===== config.mk =====
export PLATFORM = sky130hd
export DESIGN_NAME = triangle_modulation_sample
export DESIGN_NICKNAME = d
export VERILOG_FILES = /design/src/tms_pkg.sv /design/src/triangle_modulation_sample.sv
export VERILOG_INCLUDE_DIRS = /design/src /design/src/src
export SDC_FILE = /design/constraint.sdc
export NUM_CORES = 1
export LEC_CHECK = 0
export BUFFER_PORTS_ARGS = -buffer_cell sky130_fd_sc_hd__buf_4
export CAP_MARGIN = 10
export CORE_UTILIZATION = 45
export DETAILED_ROUTE_END_ITERATION = 8
export SLEW_MARGIN = 30
export SYNTH_ARGS = -nofsm -noshare
export SYNTH_HDL_FRONTEND = slang
export SYNTH_SLANG_ARGS = --single-unit

===== constraint.sdc =====
create_clock -name clk_i -period 8.3 [get_ports clk_i]
set_clock_uncertainty 0.2 [all_clocks]
set_input_delay 0.415 -clock clk_i [delete_from_list [all_inputs] [get_ports clk_i]]
set_output_delay 0.415 -clock clk_i [all_outputs]
set_load 0.005 [all_outputs]

===== src/triangle_modulation_sample_assert.svh =====
// Assertion macros for the triangle modulation sample block
`ifndef TRIANGLE_MODULATION_SAMPLE_ASSERT_SVH
`define TRIANGLE_MODULATION_SAMPLE_ASSERT_SVH
`ifndef SYNTHESIS
`define TMS_ASSERT(label, prop) \
  label: assert property (@(posedge clk_i) disable iff (!rst_ni) (prop)) \
    else $error("triangle_modulation_sample: assertion failed");
`define TMS_ASSERT_NEXT(label, ante, cons) \
  label: assert property (@(posedge clk_i) disable iff (!rst_ni) (ante) |=> (cons)) \
    else $error("triangle_modulation_sample: assertion failed");
`else
`define TMS_ASSERT(label, prop)
`define TMS_ASSERT_NEXT(label, ante, cons)
`endif
`endif


===== src/tms_pkg.sv =====
package tms_pkg;

  localparam int IDX_W      = 16;
  localparam int AMP_W      = 17;
  localparam int SAMPLE_W   = 8;
  localparam int CFG_IDX_W  = 3;
  localparam int CFG_DATA_W = 17;
  localparam int NUM_W      = 2 * AMP_W + 2;
  localparam int CNT_W      = 5;
  localparam int GK_W       = 4;

  localparam int DIV_STEPS = IDX_W;
  localparam int MUL_STEPS = IDX_W;
  localparam int MAC_STEPS = AMP_W;
  localparam int QUO_STEPS = SAMPLE_W;

  localparam logic [CFG_IDX_W-1:0] REG_SAMPLE_RATE = 3'd0;
  localparam logic [CFG_IDX_W-1:0] REG_BUFFER_SIZE = 3'd1;
  localparam logic [CFG_IDX_W-1:0] REG_WAVE_FREQ   = 3'd2;
  localparam logic [CFG_IDX_W-1:0] REG_AMPLITUDE   = 3'd3;
  localparam logic [CFG_IDX_W-1:0] REG_OFFSET      = 3'd4;

  localparam logic [IDX_W-1:0] RATE_RST = 16'd4000;
  localparam logic [IDX_W-1:0] BUF_RST  = 16'd4000;
  localparam logic [IDX_W-1:0] FREQ_RST = 16'd150;
  localparam logic [AMP_W-1:0] AMP_RST  = 17'd65536;
  localparam logic [AMP_W-1:0] OFF_RST  = 17'd32768;

  localparam logic [SAMPLE_W-1:0] SAMPLE_MAX = 8'd255;

endpackage


===== src/triangle_modulation_sample.sv =====
// Triangle modulation sample generator.
// Configuration: cfg_we_i writes cfg_data_i into register cfg_idx_i (0 sample
// rate, 1 buffer size, 2 wave frequency, 3 amplitude, 4 offset) at the clock
// edge; write only while busy is low and no result is pending.
// Request: a transfer happens at a clock edge with start high and busy low;
// sample_index_i is taken. busy stays high until the result (usable config).
// Result: valid_o is high for exactly one cycle with sample_o, table_length_o,
// last_o, out_of_range_o and config_error_o; the receiver cannot stall it.
// Sequence: an unusable configuration leaves busy low and its result follows
// in the next cycle. Otherwise a binary gcd loop, four runs of one restoring
// divider, then for an in-range index a modular multiply, a fold step, a
// shift-add accumulate, a check step, a quotient and a final step; the
// quotient and final step are skipped when the level sits at either limit.
// An out-of-range index ends after the divider.
// One request is in flight at a time; the next start may come in the cycle
// the result strobe is high.
// Reset: registers return to 4000, 4000, 150, 1.0, 0.5; no result is pending.
`include "triangle_modulation_sample_assert.svh"

module triangle_modulation_sample import tms_pkg::*; #(
  parameter int FRACTION_BITS = 16
) (
  input  logic                  clk_i,
  input  logic                  rst_ni,
  input  logic                  start,
  output logic                  busy,
  input  logic [IDX_W-1:0]      sample_index_i,
  input  logic                  cfg_we_i,
  input  logic [CFG_IDX_W-1:0]  cfg_idx_i,
  input  logic [CFG_DATA_W-1:0] cfg_data_i,
  output logic                  valid_o,
  output logic [SAMPLE_W-1:0]   sample_o,
  output logic [IDX_W-1:0]      table_length_o,
  output logic                  last_o,
  output logic                  out_of_range_o,
  output logic                  config_error_o
);

  localparam int DEN_W = AMP_W + FRACTION_BITS;
  localparam int REM_W = (NUM_W + 1 > DEN_W + 2) ? NUM_W + 1 : DEN_W + 2;
  localparam int S_W   = IDX_W + 3;

  localparam logic [3:0] S_IDLE = 4'd0;
  localparam logic [3:0] S_GCD  = 4'd1;
  localparam logic [3:0] S_DIV  = 4'd2;
  localparam logic [3:0] S_MUL  = 4'd3;
  localparam logic [3:0] S_FOLD = 4'd4;
  localparam logic [3:0] S_MAC  = 4'd5;
  localparam logic [3:0] S_CHK  = 4'd6;
  localparam logic [3:0] S_QUO  = 4'd7;
  localparam logic [3:0] S_FIN  = 4'd8;

  localparam logic [1:0] OP_PER  = 2'd0;
  localparam logic [1:0] OP_BUFD = 2'd1;
  localparam logic [1:0] OP_LEN  = 2'd2;
  localparam logic [1:0] OP_REP  = 2'd3;

  localparam logic [CNT_W-1:0] DIV_LAST = CNT_W'(DIV_STEPS - 1);
  localparam logic [CNT_W-1:0] MUL_LAST = CNT_W'(MUL_STEPS - 1);
  localparam logic [CNT_W-1:0] MAC_LAST = CNT_W'(MAC_STEPS - 1);
  localparam logic [CNT_W-1:0] QUO_LAST = CNT_W'(QUO_STEPS - 1);

  logic [IDX_W-1:0] rate_q, buf_q, wave_q;
  logic [AMP_W-1:0] amp_q, off_q;

  logic [3:0]       state_q, state_d;
  logic [CNT_W-1:0] cnt_q, cnt_d;
  logic [1:0]       op_q, op_d;
  logic [IDX_W-1:0] idx_q, idx_d, freq_q, freq_d;
  logic [IDX_W-1:0] ga_q, ga_d, gb_q, gb_d;
  logic [GK_W-1:0]  gk_q, gk_d;
  logic [IDX_W-1:0] d_q, d_d, per_q, per_d, n_q, n_d, rep_q, rep_d;
  logic [IDX_W-1:0] dq_q, dq_d, dr_q, dr_d, dd_q, dd_d;
  logic [IDX_W:0]   t_q, t_d;
  logic             is_last_q, is_last_d;
  logic signed [S_W-1:0]   s_q, s_d, ts_q, ts_d;
  logic signed [NUM_W-1:0] acc_q, acc_d;
  logic [AMP_W-1:0] am_q, am_d, of_q, of_d;
  logic [REM_W-1:0] rem_q, rem_d;
  logic [SAMPLE_W-1:0] qb_q, qb_d;

  logic                valid_q, valid_d;
  logic [SAMPLE_W-1:0] sample_q, sample_d;
  logic [IDX_W-1:0]    tlen_q, tlen_d;
  logic                last_q, last_d, oor_q, oor_d, cerr_q, cerr_d;

  logic [IDX_W-1:0] half_rate, freq_c;
  logic             cfg_bad;
  logic [1:0]       ld_op;
  logic [IDX_W-1:0] ld_dvd, ld_dvs;
  logic [IDX_W:0]   div_trial, div_sub;
  logic             div_ge;
  logic [IDX_W-1:0] div_rem, div_quo;
  logic [IDX_W:0]   twon, rep2;
  logic [IDX_W+1:0] mul_dbl, mul_sum, twon_x;
  logic [IDX_W:0]   mul_m1, mul_m2, fold_t;
  logic signed [S_W-1:0]   fold_s;
  logic signed [NUM_W-1:0] mac_add;
  logic [REM_W-1:0] den_w, num_w, quo_dbl, quo_sub;
  logic             num_pos, num_ge, quo_ge;

  assign half_rate = rate_q >> 1;
  assign freq_c    = (wave_q == '0) ? IDX_W'(1) : ((wave_q > half_rate) ? half_rate : wave_q);
  assign cfg_bad   = (rate_q < IDX_W'(2)) || (buf_q < rate_q);

  assign ld_op = (state_q == S_GCD) ? OP_PER : op_q + 2'd1;

  always_comb begin
    case (ld_op)
      OP_PER: begin
        ld_dvd = buf_q;
        ld_dvs = rate_q;
      end
      OP_BUFD: begin
        ld_dvd = buf_q;
        ld_dvs = d_q;
      end
      OP_LEN: begin
        ld_dvd = div_quo;
        ld_dvs = per_q;
      end
      default: begin
        ld_dvd = freq_q;
        ld_dvs = d_q;
      end
    endcase
  end

  assign div_trial = {dr_q, dq_q[IDX_W-1]};
  assign div_ge    = div_trial >= {1'b0, dd_q};
  assign div_sub   = div_trial - {1'b0, dd_q};
  assign div_rem   = div_ge ? div_sub[IDX_W-1:0] : div_trial[IDX_W-1:0];
  assign div_quo   = {dq_q[IDX_W-2:0], div_ge};

  assign twon    = {n_q, 1'b0};
  assign rep2    = {rep_q, 1'b0};
  assign twon_x  = {1'b0, twon};
  assign mul_dbl = {t_q, 1'b0};
  assign mul_m1  = (mul_dbl >= twon_x) ? (mul_dbl[IDX_W:0] - twon) : mul_dbl[IDX_W:0];
  assign mul_sum = {1'b0, mul_m1} + {1'b0, rep2};
  assign mul_m2  = (mul_sum >= twon_x) ? (mul_sum[IDX_W:0] - twon) : mul_sum[IDX_W:0];

  assign fold_t = (t_q > {1'b0, n_q}) ? (twon - t_q) : t_q;
  assign fold_s = $signed({1'b0, fold_t, 1'b0}) - $signed({3'b000, n_q});

  always_comb begin
    case ({of_q[AMP_W-1], am_q[AMP_W-1]})
      2'b10:   mac_add = $signed({{(NUM_W-IDX_W-1){1'b0}}, twon});
      2'b01:   mac_add = {{(NUM_W-S_W){s_q[S_W-1]}}, s_q};
      2'b11:   mac_add = {{(NUM_W-S_W){ts_q[S_W-1]}}, ts_q};
      default: mac_add = '0;
    endcase
  end

  assign den_w   = {{(REM_W-DEN_W){1'b0}}, twon, {FRACTION_BITS{1'b0}}};
  assign num_w   = {{(REM_W-NUM_W){acc_q[NUM_W-1]}}, acc_q};
  assign num_pos = !acc_q[NUM_W-1] && (acc_q != '0);
  assign num_ge  = num_w >= den_w;
  assign quo_dbl = {rem_q[REM_W-2:0], 1'b0};
  assign quo_ge  = quo_dbl >= den_w;
  assign quo_sub = quo_dbl - den_w;

  always_comb begin
    state_d   = state_q;
    cnt_d     = cnt_q;
    op_d      = op_q;
    idx_d     = idx_q;
    freq_d    = freq_q;
    ga_d      = ga_q;
    gb_d      = gb_q;
    gk_d      = gk_q;
    d_d       = d_q;
    per_d     = per_q;
    n_d       = n_q;
    rep_d     = rep_q;
    dq_d      = dq_q;
    dr_d      = dr_q;
    dd_d      = dd_q;
    t_d       = t_q;
    is_last_d = is_last_q;
    s_d       = s_q;
    ts_d      = ts_q;
    acc_d     = acc_q;
    am_d      = am_q;
    of_d      = of_q;
    rem_d     = rem_q;
    qb_d      = qb_q;
    valid_d   = 1'b0;
    sample_d  = sample_q;
    tlen_d    = tlen_q;
    last_d    = last_q;
    oor_d     = oor_q;
    cerr_d    = cerr_q;
    case (state_q)
      S_IDLE: begin
        if (start) begin
          idx_d = sample_index_i;
          if (cfg_bad) begin
            valid_d  = 1'b1;
            sample_d = '0;
            tlen_d   = '0;
            last_d   = 1'b0;
            oor_d    = 1'b1;
            cerr_d   = 1'b1;
          end else begin
            freq_d  = freq_c;
            ga_d    = rate_q;
            gb_d    = freq_c;
            gk_d    = '0;
            state_d = S_GCD;
          end
        end
      end
      S_GCD: begin
        if (ga_q == gb_q) begin
          d_d     = ga_q << gk_q;
          op_d    = OP_PER;
          dq_d    = ld_dvd;
          dd_d    = ld_dvs;
          dr_d    = '0;
          cnt_d   = '0;
          state_d = S_DIV;
        end else if (!ga_q[0] && !gb_q[0]) begin
          ga_d = ga_q >> 1;
          gb_d = gb_q >> 1;
          gk_d = gk_q + GK_W'(1);
        end else if (!ga_q[0]) begin
          ga_d = ga_q >> 1;
        end else if (!gb_q[0]) begin
          gb_d = gb_q >> 1;
        end else if (ga_q > gb_q) begin
          ga_d = (ga_q - gb_q) >> 1;
        end else begin
          gb_d = (gb_q - ga_q) >> 1;
        end
      end
      S_DIV: begin
        dq_d  = div_quo;
        dr_d  = div_rem;
        cnt_d = cnt_q + CNT_W'(1);
        if (cnt_q == DIV_LAST) begin
          case (op_q)
            OP_PER:  per_d = div_quo;
            OP_BUFD: n_d = div_quo;
            OP_LEN:  n_d = div_quo;
            default: rep_d = div_quo;
          endcase
          if (op_q != OP_REP) begin
            op_d  = op_q + 2'd1;
            dq_d  = ld_dvd;
            dd_d  = ld_dvs;
            dr_d  = '0;
            cnt_d = '0;
          end else if ((n_q == '0) || (idx_q >= n_q)) begin
            valid_d  = 1'b1;
            sample_d = '0;
            tlen_d   = n_q;
            last_d   = 1'b0;
            oor_d    = 1'b1;
            cerr_d   = 1'b0;
            state_d  = S_IDLE;
          end else begin
            is_last_d = ({1'b0, idx_q} + (IDX_W+1)'(1)) == {1'b0, n_q};
            t_d       = '0;
            cnt_d     = '0;
            state_d   = S_MUL;
          end
        end
      end
      S_MUL: begin
        t_d   = idx_q[IDX_W-1] ? mul_m2 : mul_m1;
        idx_d = idx_q << 1;
        cnt_d = cnt_q + CNT_W'(1);
        if (cnt_q == MUL_LAST) begin
          state_d = S_FOLD;
        end
      end
      S_FOLD: begin
        s_d     = fold_s;
        ts_d    = fold_s + $signed({2'b00, twon});
        acc_d   = '0;
        am_d    = amp_q;
        of_d    = off_q;
        cnt_d   = '0;
        state_d = S_MAC;
      end
      S_MAC: begin
        acc_d = (acc_q <<< 1) + mac_add;
        am_d  = am_q << 1;
        of_d  = of_q << 1;
        cnt_d = cnt_q + CNT_W'(1);
        if (cnt_q == MAC_LAST) begin
          state_d = S_CHK;
        end
      end
      S_CHK: begin
        if (!num_pos || num_ge) begin
          valid_d  = 1'b1;
          sample_d = num_pos ? SAMPLE_MAX : '0;
          tlen_d   = n_q;
          last_d   = is_last_q;
          oor_d    = 1'b0;
          cerr_d   = 1'b0;
          state_d  = S_IDLE;
        end else begin
          rem_d   = num_w;
          qb_d    = '0;
          cnt_d   = '0;
          state_d = S_QUO;
        end
      end
      S_QUO: begin
        rem_d = quo_ge ? quo_sub : quo_dbl;
        qb_d  = {qb_q[SAMPLE_W-2:0], quo_ge};
        cnt_d = cnt_q + CNT_W'(1);
        if (cnt_q == QUO_LAST) begin
          state_d = S_FIN;
        end
      end
      S_FIN: begin
        valid_d  = 1'b1;
        sample_d = qb_q - {{(SAMPLE_W-1){1'b0}}, (rem_q < num_w)};
        tlen_d   = n_q;
        last_d   = is_last_q;
        oor_d    = 1'b0;
        cerr_d   = 1'b0;
        state_d  = S_IDLE;
      end
      default: begin
        state_d = S_IDLE;
      end
    endcase
  end

  always_ff @(posedge clk_i or negedge rst_ni) begin
    if (!rst_ni) begin
      state_q <= S_IDLE;
      valid_q <= 1'b0;
      rate_q  <= RATE_RST;
      buf_q   <= BUF_RST;
      wave_q  <= FREQ_RST;
      amp_q   <= AMP_RST;
      off_q   <= OFF_RST;
    end else begin
      state_q <= state_d;
      valid_q <= valid_d;
      if (cfg_we_i) begin
        case (cfg_idx_i)
          REG_SAMPLE_RATE: rate_q <= cfg_data_i[IDX_W-1:0];
          REG_BUFFER_SIZE: buf_q  <= cfg_data_i[IDX_W-1:0];
          REG_WAVE_FREQ:   wave_q <= cfg_data_i[IDX_W-1:0];
          REG_AMPLITUDE:   amp_q  <= cfg_data_i[AMP_W-1:0];
          REG_OFFSET:      off_q  <= cfg_data_i[AMP_W-1:0];
          default: ;
        endcase
      end
    end
  end

  always_ff @(posedge clk_i) begin
    cnt_q     <= cnt_d;
    op_q      <= op_d;
    idx_q     <= idx_d;
    freq_q    <= freq_d;
    ga_q      <= ga_d;
    gb_q      <= gb_d;
    gk_q      <= gk_d;
    d_q       <= d_d;
    per_q     <= per_d;
    n_q       <= n_d;
    rep_q     <= rep_d;
    dq_q      <= dq_d;
    dr_q      <= dr_d;
    dd_q      <= dd_d;
    t_q       <= t_d;
    is_last_q <= is_last_d;
    s_q       <= s_d;
    ts_q      <= ts_d;
    acc_q     <= acc_d;
    am_q      <= am_d;
    of_q      <= of_d;
    rem_q     <= rem_d;
    qb_q      <= qb_d;
    sample_q  <= sample_d;
    tlen_q    <= tlen_d;
    last_q    <= last_d;
    oor_q     <= oor_d;
    cerr_q    <= cerr_d;
  end

  assign busy           = (state_q != S_IDLE);
  assign valid_o        = valid_q;
  assign sample_o       = sample_q;
  assign table_length_o = tlen_q;
  assign last_o         = last_q;
  assign out_of_range_o = oor_q;
  assign config_error_o = cerr_q;

  `TMS_ASSERT(a_result_ends_busy, valid_q |-> !busy)
  `TMS_ASSERT_NEXT(a_cfg_error_at_once, (state_q == S_IDLE) && start && cfg_bad, valid_q && cerr_q)
  `TMS_ASSERT(a_error_fields, (valid_q && cerr_q) |-> ((tlen_q == '0) && oor_q))
  `TMS_ASSERT(a_oor_fields, (valid_q && oor_q) |-> ((sample_q == '0) && !last_q))
  `TMS_ASSERT(a_gcd_nonzero, (state_q == S_GCD) |-> ((ga_q != '0) && (gb_q != '0)))
  `TMS_ASSERT(a_quo_rem_bound, (state_q == S_QUO) |-> (rem_q < den_w))

endmodule

# Word level (Yosys, flattened, before mapping)
# Cells that the tools add are included.
totals:
  inputBits: 40
  out_inout_bits: 29
  elab_cells: 284
  ff_bits: 472
classes:
  n_shift: 1
  muxes: 116
  bitwise: 4
  addsub: 16
  eq_ne: 45
  reduce_logical: 53
  order_cmp: 12
op_table:
  columns: ["operator", "n"]
  rows:
  - ["16-bit 2-to-1 mux", 33]
  - ["16-bit one-hot mux with 2 select lines", 8]
  - ["17-bit 2-to-1 mux", 7]
  - ["36-bit one-hot mux with 3 select lines", 1]
  - ["17-bit one-hot mux with 2 select lines", 3]
  - ["37-bit by 33-bit >= comparator with 1-bit output", 2]
  - ["37-bit 2-to-1 mux", 2]
  - ["37-bit one-hot mux with 2 select lines", 1]
  - ["36-bit one-hot mux with 2 select lines", 1]
  - ["8-bit 2-to-1 mux", 8]
  - ["16-bit one-hot mux with 4 select lines", 1]
  - ["17-bit subtractor", 3]
  - ["4-bit 2-to-1 mux", 12]
  - ["16-bit subtractor", 3]
  - ["37-bit < comparator", 1]
  - ["37-bit by 33-bit subtractor with 37-bit output", 1]
  - ["36-bit adder", 1]
  - ["18-bit by 17-bit >= comparator with 1-bit output", 2]
  - ["36-bit nonzero test", 1]
  - ["16-bit zero test", 2]
  - ["4-bit one-hot mux with 8 select lines", 1]
  - ["8-bit one-hot mux with 4 select lines", 1]
  - ["2-bit inequality test, second input constant", 15]
  - ["5-bit 2-to-1 mux", 5]
  - ["62 further kinds", 132]

# Depth between registers and ports, before layout
# Gate-level depths: netlist of the first run.
depth:
  word_depth: 8
  mapped_depth: 31
  ltp_nobuf: 28

# Worst setup path before layout of the first run
# OpenSTA, ideal clock, no wires.
synth_timing:
  path_type: "flip-flop to flip-flop"
  startpoint: "register n_q[1]"
  endpoint: "register t_q[10], data pin"
  path_slack_ns: 1.447
  stages_incl_launch_ff: 32
  path_buffers: 3
  setup_time_ns: 0.270
  t_arrival_ns: 6.383
  synth_period_minus_slack_ns: 6.853
  required_ns: 7.830
  path_cell_list: "edfxtp_1 -> inv_1 -> ha_1 -> nor2b_1 -> o31ai_2 -> a21oi_1 -> a211o_1 -> a21oi_2 -> o31ai_1 -> buf_4 -> buf_6 -> and2_1 -> ha_1 -> inv_1 -> fa_1 -> nand3b_1 -> a21oi_1 -> nor3_1 -> o31ai_1 -> nor4_1 -> nor3_1 -> xor2_1 -> ha_1 -> nand3_1 -> nor4_1 -> a211o_1 -> a21oi_1 -> o21ai_0 -> a211oi_4 -> buf_4 -> mux2i_1 -> a21oi_1"
synth_via:
  elab_chain_cells: 7
  elab_cells_between_ends: 9
  cone_classes: "3 x add/sub; 2 x order compare; 4 x mux"
synth_lines:
  columns: ["element", "line_no", "rtl"]
  rows:
  - ["from (decl)", "triangle_modulation_sample.sv:72", "logic [IDX_W-1:0] d_q, d_d, per_q, per_d, n_q, n_d, rep_q, rep_d;"]
  - ["from (signal assigned)", "triangle_modulation_sample.sv:370", "n_q <= n_d;"]
  - ["17-bit subtractor or 18-bit by 17-bit >= comparator with 1-bit output (tied branches)", "triangle_modulation_sample.sv:139", "assign mul_m1 = (mul_dbl >= twon_x) ? (mul_dbl[IDX_W:0] - twon) : mul_dbl[IDX_W:0];"]
  - ["17-bit 2-to-1 mux", "triangle_modulation_sample.sv:139", null]
  - ["17-bit by 17-bit adder with 18-bit output", "triangle_modulation_sample.sv:140", "assign mul_sum = {1'b0, mul_m1} + {1'b0, rep2};"]
  - ["17-bit subtractor or 18-bit by 17-bit >= comparator with 1-bit output (tied branches)", "triangle_modulation_sample.sv:141", "assign mul_m2 = (mul_sum >= twon_x) ? (mul_sum[IDX_W:0] - twon) : mul_sum[IDX_W:0];"]
  - ["17-bit 2-to-1 mux", "triangle_modulation_sample.sv:141", null]
  - ["17-bit 2-to-1 mux (*)", "triangle_modulation_sample.sv:271", "t_d = idx_q[IDX_W-1] ? mul_m2 : mul_m1;"]
  - ["17-bit one-hot mux with 2 select lines (*)", "triangle_modulation_sample.sv:194", "case (state_q)"]
  - ["to (signal assigned)", "triangle_modulation_sample.sv:375", "t_q <= t_d;"]
  - ["to (decl)", "triangle_modulation_sample.sv:74", "logic [IDX_W:0] t_q, t_d;"]
# Mark *: on every way between the ends. The rest lies on a longest branch, timed or not.
# A chain may end at the register's enable or synchronous reset.

# Worst setup path in the final report of the first run
layout_timing:
  startpoint: "register n_q[5]"
  endpoint: "register t_q[1], data pin"
layout_via:
  elab_chain_cells: 7
  elab_cells_between_ends: 9
  cone_classes: "3 x add/sub; 2 x order compare; 4 x mux"
layout_lines:
  columns: ["element", "line_no"]
  rows:
  - ["18-bit by 17-bit >= comparator with 1-bit output or 17-bit subtractor (tied branches)", "triangle_modulation_sample.sv:139"]
  - ["17-bit 2-to-1 mux", "triangle_modulation_sample.sv:139"]
  - ["17-bit by 17-bit adder with 18-bit output", "triangle_modulation_sample.sv:140"]
  - ["17-bit subtractor or 18-bit by 17-bit >= comparator with 1-bit output (tied branches)", "triangle_modulation_sample.sv:141"]
  - ["17-bit 2-to-1 mux", "triangle_modulation_sample.sv:141"]
  - ["17-bit 2-to-1 mux (*)", "triangle_modulation_sample.sv:271"]
  - ["17-bit one-hot mux with 2 select lines (*)", "triangle_modulation_sample.sv:194"]
# Marked as above.

==> run metrics, run 1 <==
RD Place Congestion=0.9452; Hold Fails Final Rpt=0; max_cap viols=0; dpl cells=4268; first-pass GRT wire length=150.5 mm; FMAX=127.9 MHz; Post-synth EDFFs=383; drt pass-1 iters=5; post-cts sizing count=0; clock buffer count from CTS=55; Critical Path Fanout Max=15; Bufs on Longest Clock Path=3; setup violators final=0; Final HPWL DP=75.03 mm; synthesis-to-finish area growth=11.79%; H-tree Lvls=2; port bufs=68; Post-synth ARST share=0.1851; count of cell types in the netlist=89; Die ar.=73310 um^2; post-synthesis sequential area ratio=0.4215; maximum VDD drop=0.1467 mV; YS warnings=0; worst hold path class=input pin to asynchronous set/reset pin; Buffers & Inverters on Critical Path=3; Vias/cell=5.945; final setup TNS=0 ns; Leakage=15.36 nW; Crit Path Category=register to register; delay-heaviest family, CP=compound AO/OA/AOI/OAI gates; max-slew violations=0; Core Area=71490 um^2; Die H=270.8 um; Horiz. Die Dim=270.8 um; number of global-route vias before repair=25520; clk_lat worst skew=0.65 ns; Post-CTS Hold Fix Bufs=35; RSZ-0062 raised after global routing=false; mapped cell area=32510 um^2; Initial Util=0.4547; fin crit period=7.821 ns; WL/cell=22.23 um; Synth top area share=0.3538; Data arrival, critical path=8.09 ns; CTS tree=done; most frequent cells in the layout=383 x edfxtp_1, 348 x nand2_1, 300 x ha_1, 252 x nor2_1; layout cell share with drive strength beyond 1=0.1044; # DRC=0; Power Density=174.3 nW/um^2; Total Wirelength=97.97 mm; Post-CTS Setup Bufs=0; largest stage delay on the critical path=0.57 ns; post-route cell area=36340 um^2; Layout Cells excl Fill=4408; CP max stage cell=o31ai_2; routed via count=26210; Synth Instances=3321; TritonCTS Sinks=470; GRT Residual Overflow=0; status=finished clean; Synth Flop Type=edfxtp_1; post-route clock period utilization=0.9423; Avg Cell Area, Syn=9.788 um^2; worst slew pin tran=0.9431 ns; crit start category=register; Yosys reg bits=470; IO Pins=69; Initial DRC Count=2182; antenna-violating nets left=0; Worst-path clk slew=0.07 ns; critical path endpoint category=register; Rel. slew slack=0.3713; synth top area cells=edfxtp_1 35%, ha_1 12%, dfrtp_1 5.3%; Total Routing Usage GR=0.2637; initial antenna violation count=3; most common cell after layout, fill and taps aside=edfxtp_1; # rows=98; CP Data Required Time=8.56 ns; area leader, netlist=edfxtp_1; largest net degree at the start of global routing=71; placed instance area=34180 um^2; Nets=3761; Root Driver=clkbuf_16
-- cell type report --
class	count	area [um^2]
Antenna cell	1	2.502
Multi-Input combinational cell	2519	17590
Fill cell	6572	35150
Inverter	208	780.7
Timing Repair Buffer	156	1282
Tap cell	950	1189
Clock inverter	37	354.1
Clock buffer	67	1441
Sequential cell	470	13700
-- path summary, 6_finish.rpt --
path | from | endpoint | slack [ns] | depth (start not counted)
min in group clk_i | cfg_idx_i[0] | rate_q[10] | 0.15 | 5
worst max register to register | n_q[5] | t_q[1] | 0.48 | 29
worst max-delay path | n_q[5] | t_q[1] | 0.48 | 29
worst min register to register | off_q[10] | off_q[10] | 0.31 | 1
worst min-delay path | rst_ni | amp_q[11] | 0.04 | 2
max in group asynchronous | rst_ni | state_q[0] | 6.70 | 3
-- routing by layer --
layer,vias to the layer above,track usage,routed length (um)
met4,2,0.08802,3390
met5,-,0,20
met2,838,0.4504,47300
met1,12800,0.3468,42020
li1,12390,-,-
met3,185,0.02920,5242
-- sequential cells by signal (all words and copies together) (netlist names), 17 cells and up --
signal  flops
rem_q      37
acc_q      36
s_q        19
ts_q       18
am_q       17
amp_q      17
of_q       17
off_q      17
-- Yosys cell counts, types with 10 or more instances --
cell      instances
a31oi_1          17
edfxtp_1        383
o31ai_1          11
xor2_1           65
nor2b_1          33
or3_1            19
a221oi_1         18
nor2_1          258
nand2b_1         44
o311ai_0         11
nand3_1          49
nand4_1          32
and2_1           22
ha_1            301
dfrtp_1          69
dfstp_2          18
nor4_1           32
o21a_1           35
clkbuf_1         93
a21o_1           88
o21bai_1         20
a22o_1           18
nor3b_1          14
mux2i_1          82
a211oi_1         41
buf_1            12
nand2_1         350
inv_1           206
o22ai_1          45
o211ai_1         14
o21ai_0         218
a22oi_1          10
mux2_2           69
or2_2            18
xnor2_1         112
and3_1           34
a21oi_1         218
nor3_1           67
a211o_1          14
fa_1             10
-- report_power, final --
group | internal, mW | switching, mW | total [mW]
Sequential | 2.77 | 0.153 | 2.92
Combinational | 0.434 | 0.526 | 0.960
Clock | 1.37 | 1.08 | 2.45
-- cells by family after synthesis --
logic type      count (synthesis)  synth area share
xor+xnor                      177           0.04769
fa+ha+maj                     311            0.1220
mux                           153           0.05054
compound gates                866            0.1713
other cells                     1         0.0001154
simple gates                 1010            0.1462
flops                         470            0.4215
buf+inv                       333           0.04072
-- through the flow --
step	utilization	worst slack [ns]	total power, mW	hold WS [ns]
4_1_cts	0.5082	0.6578	6.378	0.01114
3_3_place_gp	0.4778	0.9352	3.867	0.1476
2_1_floorplan	-	1.447	3.587	-0.08059
3_5_place_dp	0.4782	0.7162	3.910	0.1542
5_1_grt	0.5083	0.1698	6.583	0.05932
6_report	0.5083	0.4787	6.335	0.04162
(Power assumes the default switching activity.)
==> run 2: changes to the inputs <==
--- a/config.mk
+++ b/config.mk
@@ -10,6 +10,7 @@
 export CAP_MARGIN = 10
 export CORE_UTILIZATION = 45
 export DETAILED_ROUTE_END_ITERATION = 8
+export PLACE_DENSITY = 0.59
 export SLEW_MARGIN = 30
 export SYNTH_ARGS = -nofsm -noshare
 export SYNTH_HDL_FRONTEND = slang
==> constraint.sdc (replaced) <==
create_clock -name clk_i -period 6.7 [get_ports clk_i]
set_clock_uncertainty 0.2 [all_clocks]
set_input_delay 0.335 -clock clk_i [delete_from_list [all_inputs] [get_ports clk_i]]
set_output_delay 0.335 -clock clk_i [all_outputs]
set_load 0.005 [all_outputs]
==> run metrics, run 2 (synthesis results as in run 1) <==
Root Driver=clkbuf_16; clock buffer count from CTS=52; Leakage=15.51 nW; synthesis-to-finish area growth=13.17%; final hold slack=0.04733 ns; Rel. slew slack=0.3462; CP max stage cell=ha_1; RD Place Congestion=0.9208; TritonCTS Sinks=470; CP Data Required Time=6.94 ns; Initial Util=0.4547; final setup TNS=0 ns; largest net degree at the start of global routing=67; hold depth=5; Data arrival, critical path=6.88 ns; Largest register FFs=37; reg-to-reg critical path startpoint=n_q[10]; reg-to-reg setup timing slack=0.05 ns; Top reg by flops=rem_q; Critical Path Fanout Max=8; Die H=270.8 um; drt pass-1 iters=6; status=finished clean; setup violators final=0; port bufs=68; maximum VDD drop=0.2268 mV; IO Pins=69; FMAX=150.5 MHz; number of global-route vias before repair=25710; layout cell share with drive strength beyond 1=0.1201; antenna-violating nets left=0; largest stage delay on the critical path=0.41 ns; origin of the worst min-delay path=cfg_idx_i[1]; clk_lat worst skew=0.67 ns; # rows=98; CTS tree=done; crit start category=register; placed instance area=34330 um^2; setup ws final=0.05326 ns; Worst-path clk slew=0.06 ns; routed via count=26100; Core Area=71490 um^2; Bufs on Longest Clock Path=3; Vias/cell=5.887; Final HPWL DP=74.06 mm; most frequent cells in the layout=383 x edfxtp_1, 347 x nand2_1, 295 x ha_1, 251 x nor2_1, 215 x o21ai_0; Nets=3789; worst slew pin tran=0.9807 ns; worst hold path class=input pin to register; max_cap viols=0; max-slew violations=0; biggest regs=rem_q (37), acc_q (36), s_q (19); hold path endpoint=rate_q[11]; WL/cell=21.96 um; Layout Cells excl Fill=4433; H-tree Lvls=2; DP Worst Slack=-0.1869 ns; post-route cell area=36790 um^2; Die ar.=73310 um^2; path depth of the worst reg2reg path=30; dpl cells=4288; first-pass GRT wire length=149.1 mm; # DRC=0; Initial DRC Count=2102; most common cell after layout, fill and taps aside=edfxtp_1; GRT Residual Overflow=0; Power Density=211.2 nW/um^2; critical path endpoint category=register; Hold Fails Final Rpt=0; Total Wirelength=97.34 mm; initial antenna violation count=2; Horiz. Die Dim=270.8 um; fin crit period=6.647 ns; Crit Path Category=register to register; post-route clock period utilization=0.9921; Worst R2R End=t_q[1]; Total Routing Usage GR=0.2601
## run 2: what timing repair did
action / CTS / global route
pin swaps: 2 / 14
hold buffers: 37 / 0
cloned: 0 / 1
hold endpoints to repair: 164 / 0
resized for setup: 3 / 38
buffers inserted: 1 / 7
setup endpoints to repair: 15 / 18
## run 2: how the worst max path moves through the flow
stage               startpoint       to  slack [ns]  cells after the start
finish                 n_q[10]   t_q[1]        0.05                     30
global route           n_q[11]   t_q[1]       -0.09                     30
CTS                     n_q[4]   t_q[1]        0.02                     29
detailed placement      n_q[3]   t_q[1]       -0.19                     29
global placement        t_q[1]   t_q[1]       -0.03                     28
floorplan               n_q[1]  t_q[10]        0.02                     31
## run 2: report_power, final
part           total, mW  internal (mW)  switching, mW
Sequential          3.63           3.43          0.195
Clock               2.95           1.66           1.29
Combinational       1.19          0.537          0.658
Total               7.77           5.63           2.14
## run 2: final cells by class
| type | count | area (um^2) |
|---|---|---|
| clock inverter | 39 | 420.4 |
| fill | 6486 | 34700 |
| inverter | 208 | 780.7 |
| sequential | 470 | 13700 |
| antenna | 2 | 5.005 |
| clock buffer | 58 | 1344 |
| tap | 950 | 1189 |
| multi-input combinational | 2519 | 17800 |
| timing repair buffer | 187 | 1545 |
## run 2: worst max-delay path, delay by kind of cell (launching register included)
family	cells	cell delay, ns
muxes	2	0.48
buffers and inverters	5	0.73
and+or+nand+nor	6	0.73
adders and majority gates	3	0.94
AOI/OAI and AO/OA	13	2.77
DFF	1	0.39
xor gates and xnor gates	1	0.23
## run 2: metrics by stage
step | utilization | total power [mW]
finish | 0.5146 | 7.769
global route | 0.5145 | 8.071
CTS | 0.5104 | 7.814
detailed placement | 0.4802 | 4.851
global placement | 0.4801 | 4.795
floorplan | - | 4.443
## run 2: per-layer routing
metal | vias to the layer above | share of wire | GRT usage
met2 | 758 | 0.48 | 0.4415
met5 | - | 0 | 0
li1 | 12430 | - | -
met3 | 145 | 0.052 | 0.02885
met1 | 12760 | 0.44 | 0.3467
met4 | 0 | 0.031 | 0.08058
